<file path="src/rtl/rpbb_pkg.sv">
// Shared constants, types and helpers of the rotated primitive bounding box unit.
package rpbb_pkg;

  localparam logic [2:0] KIND_SPHERE   = 3'd0;
  localparam logic [2:0] KIND_BOX      = 3'd1;
  localparam logic [2:0] KIND_CAPSULE  = 3'd2;
  localparam logic [2:0] KIND_CONE     = 3'd3;
  localparam logic [2:0] KIND_CYLINDER = 3'd4;
  localparam logic [2:0] KIND_TORUS    = 3'd5;
  localparam logic [2:0] KIND_VESICA   = 3'd6;

  localparam logic [1:0] CFG_KIND   = 2'd0;
  localparam logic [1:0] CFG_SMOOTH = 2'd1;

  localparam logic signed [15:0] QUAT_ONE = 16'sd16384;

  typedef struct packed {
    logic signed [31:0] xx, yy, zz, xy, xz, yz, wx, wy, wz;
  } qprod_t;

  typedef logic [2:0][2:0][21:0] mat_t;

  typedef struct packed {
    logic [2:0][2:0][56:0] pa;
    logic [2:0][53:0]      pd;
    logic [2:0][31:0]      pos;
    logic signed [33:0]    c;
  } s3_t;

  function automatic logic [31:0] sat32(input logic signed [63:0] v);
    logic [31:0] r;
    if (v > 64'sd2147483647) r = 32'h7FFF_FFFF;
    else if (v < -64'sd2147483648) r = 32'h8000_0000;
    else r = v[31:0];
    return r;
  endfunction

endpackage

</file>
<file path="src/rtl/rpbb_finish.sv">
// Final stage: extent sums, capsule and cone terms, kind select and saturation.
module rpbb_finish (
  input  rpbb_pkg::s3_t   s,
  input  logic [2:0]      kind,
  output logic [2:0][31:0] ctr,
  output logic [2:0][31:0] half
);
  import rpbb_pkg::*;

  logic [59:0]        acc   [3];
  logic [59:0]        acc_r [3];
  logic signed [53:0] pe    [3];
  logic signed [53:0] po    [3];
  logic signed [39:0] e     [3];
  logic signed [38:0] off   [3];
  logic [39:0]        ae    [3];
  logic [40:0]        aer   [3];
  logic signed [41:0] ct    [3];
  logic signed [41:0] ctr1  [3];
  logic signed [43:0] ch    [3];

  always_comb begin
    for (int i = 0; i < 3; i++) begin
      acc[i]   = 60'(s.pa[i][0]) + 60'(s.pa[i][1]) + 60'(s.pa[i][2]);
      acc_r[i] = acc[i] + 60'd8192;
      pe[i]    = $signed(s.pd[i]) + 54'sd8192;
      po[i]    = $signed(s.pd[i]) + 54'sd16384;
      e[i]     = pe[i][53:14];
      off[i]   = po[i][53:15];
      ae[i]    = e[i][39] ? 40'(-e[i]) : 40'(e[i]);
      aer[i]   = 41'(ae[i]) + 41'd1;
      ct[i]    = (42'($signed(s.pos[i])) <<< 1) + 42'(e[i]);
      ctr1[i]  = ct[i] + 42'sd1;
      ch[i]    = $signed({4'b0, aer[i][40:1]}) + 44'(s.c);
      case (kind)
        KIND_CAPSULE: begin
          ctr[i]  = sat32(64'($signed(ctr1[i][41:1])));
          half[i] = sat32(64'(ch[i]));
        end
        KIND_CONE: begin
          ctr[i]  = sat32(64'($signed(s.pos[i])) + 64'(off[i]));
          half[i] = sat32($signed({18'b0, acc_r[i][59:14]}));
        end
        KIND_SPHERE, KIND_BOX, KIND_CYLINDER, KIND_TORUS, KIND_VESICA: begin
          ctr[i]  = s.pos[i];
          half[i] = sat32($signed({18'b0, acc_r[i][59:14]}));
        end
        default: begin
          ctr[i]  = s.pos[i];
          half[i] = '0;
        end
      endcase
    end
  end

endmodule

</file>
<file path="config.mk">
export PLATFORM = sky130hd
export DESIGN_NAME = rpbb_finish
export DESIGN_NICKNAME = d
export VERILOG_FILES = /design/src/rtl/rpbb_pkg.sv /design/src/rtl/rpbb_finish.sv
export SDC_FILE = /design/constraint.sdc
export NUM_CORES = 2
export LEC_CHECK = 0
export ABC_AREA = 1
export BUFFER_PORTS_ARGS = -buffer_cell sky130_fd_sc_hd__buf_4
export CAP_MARGIN = 15
export CORE_MARGIN = 2
export CORE_UTILIZATION = 40
export DETAILED_ROUTE_END_ITERATION = 10
export PLACE_DENSITY_LB_ADDON = 0.08
export SLEW_MARGIN = 25
export SYNTH_ARGS = -nofsm -noshare
export SYNTH_HDL_FRONTEND = slang
export SYNTH_SLANG_ARGS = --single-unit
</file>
<file path="constraint.sdc">
create_clock -name vclk -period 5.9
set_input_delay 0.59 -clock vclk [all_inputs]
set_output_delay 0.59 -clock vclk [all_outputs]
set_load 0.01 [all_outputs]
</file>
==> flow_summary.yaml <==
critical_path:
  critPathRequiredTime_ns: 5.31
  cpMostUsedCell: "nand2_1"
  crit_slowest_cell: "ha_4"
  cp-start-kind: "input port"
  worstSetupPathType: "in2out"
  cp_slowest_stage_delay_ns: 0.30
  cp-end-kind: "primary output"
  worst-endpoint-arrival_ns: 6.06
  worstPathMaxFanout: 6
place:
  io_buffer_count: 961
  gp_congestion: 1.160
  place_hpwl_um: 293900
global_routing:
  track_usage_pct: 42.44
  grt_overflow: 0
  antenna_found_initial: 15
  grt_pass1_wl_um: 494200
  grt_pass1_vias: 82120
  grt_max_degree: 188
run:
  maxCapViolCount: 0
sta:
  fin_setup_tns_ns: -60.93
  fmax_mhz: 150.3
  post-route-period-util_pct: 112.7
  slew_headroom_pct: 21.58
  whs_ns: 1.545
  period_needed_ns: 6.651
  hold_viol: 0
  fin_ws_ns: -0.7513
  setup_violations: 96
  drv_slew: 0
  tightest_slew_ns: 1.176
  rsz0062_at_grt: "true"
route:
  dr.pass1.iters: 7
  drt_iter0_markers: 9860
  viasPerCell: 5.611
  wirelength_um: 343900
  routedWlPerCell_um: 22.11
  drcViolationCount: 0
  vias: 87280
  ant_nets: 0
cells_and_area:
  regArea_um2: 0
  fin_nets: 15310
  area_growth_pct: 51.71
  fill_cells: 14370
  design.seq.count: 0
  drive_gt1_share_pct: 30.70
  n_clock_buffer: 0
  final_util_pct: 60.91
outcome:
  run_status: "complete, but fails checks"
  violations: "setup timing"
synthesis:
  synth_compound_area_share_pct: 15.05
  syn_inst: 10890
  seq_area_frac_synth_pct: 0
  ys_types: 62
  yosysWarnings: 0
  synthAdderAreaFrac_pct: 20.95
  synthSimpleGateAreaFrac_pct: 45.79
  synth-xor-area-share_pct: 9.912
  muxShareOfSynthArea_pct: 0
  synth_top_family_by_area: "simple AND/OR/NAND/NOR gates"
  syn-cell-area_mm2: 0.05908
  syn_area_per_cell_um2: 5.427
power_and_ir_drop:
  ir_drop_mv: 0.1110
  p_per_area_mw_per_mm2: 152.0
  total_leakage_power_nw: 44.92
  power_mw: 13.63
floorplan:
  die_w_um: 388.3
  initial_core_util_pct: 40.15
  num_rows: 141
  core_mm2: 0.1471
  ios: 1000
  dieArea_mm2: 0.1508
  die_h_um: 388.3
worst_hold_path:
  hold_class: "in2out"
## stage by stage
step,cells,area [µm²],setup slack (ns)
detailed placement,15300,81140,-1.297
floorplan,10890,59110,-0.06723
global route,15550,89610,-0.9905
finish,15560,89620,-0.7513
CTS,15480,86410,-0.5304
global placement,15300,81130,-1.198
## cell usage after synthesis (all sizes together), types with 91 or more instances
cell    number  share of area [%]
nor2      1526                 10
nand3      718                6.3
a21oi      718                6.1
xor2       474                7.1
clkbuf     117               0.75
o21ai      466                4.0
ha         706                 15
inv       1125                7.1
fa         177                6.0
nor3       138                1.2
nand4      194                2.1
a31oi       91               0.96
xnor2      192                2.8
nand2     3741                 24
## metal layers
layer  part of all wire [%]  routed length (µm)  vias to the layer above  global-route usage (%)
met4                    7.1               24280                       10                   23.25
met2                     42              143900                     4954                   65.10
met1                     40              138500                    40230                   55.38
li1                       -                   -                    41040                       -
met5                  0.021                  71                        -                 0.09569
met3                     11               37190                     1051                   8.741
## worst paths after layout
path | from | to | slack, ns | depth (start not counted)
hold / removal | s[108] | ctr[74] | 1.55 | 4
setup / recovery | s[143] | half[19] | -0.75 | 43
## cell families (layout without fill, tap and decap cells)
family                   Yosys count  count (layout)
AND/OR/NAND/NOR                 6466            6466
buffers and inverters           1280            4005
other                              2              18
XOR/XNOR                         666             666
AO/OA/AOI/OAI                   1589            1589
adder cells (fa/ha/maj)          883             883
## what timing repair did
| action | 4_1_cts | 5_1_grt |
|---|---|---|
| gates resized for setup | 983 | 696 |
| hold endpoints to repair | 0 | 0 |
| buffers inserted | 167 | 67 |
| hold buffers | 0 | 0 |
| pin swaps | 311 | 344 |
| gates cloned | 17 | 4 |
| endpoints found under the setup margin | 125 | 187 |
## worst max-delay path, delay by kind of cell
family / cells / cell delay (ns)
xor+xnor: 1 / 0.19
buf+inv: 9 / 1.20
fa+ha+maj: 3 / 0.63
simple gates: 30 / 3.42
## cell usage in the layout (no fill, tap or decap), types with 61 or more instances in the layout
cell type / netlist / layout
a21oi_1: 718 / 645
buf_6: 5 / 125
nor2_4: 35 / 169
nor2_2: 53 / 194
nand3_2: 15 / 77
o21ai_0: 454 / 373
nor3_1: 135 / 115
a31oi_1: 91 / 87
nand2_1: 3700 / 3243
a21oi_2: 0 / 61
nand2_4: 4 / 102
nand4_1: 190 / 190
fa_1: 177 / 177
inv_1: 1118 / 1088
nand3_1: 699 / 619
nand2_2: 37 / 393
xor2_1: 471 / 424
ha_1: 706 / 652
nand3b_1: 61 / 61
o21bai_1: 77 / 75
a21o_1: 77 / 77
xnor2_1: 192 / 181
buf_4: 5 / 2675
nor2_1: 1434 / 1159
## power breakdown
part           switching (mW)  internal, mW
Combinational            8.37          5.25
Sequential                  0             0
Clock                       0   0.000000244
## final cells by class
cell class / instances / area, µm² / share of cell area, %
multi-input combinational: 9610 / 59790 / 66.71
timing repair buffer: 2878 / 23140 / 25.81
inverter: 1127 / 4254 / 4.747
tap: 1930 / 2415 / 2.694
antenna: 12 / 30.03 / 0.03351
No activity file was read; power rests on OpenSTA's default activity.
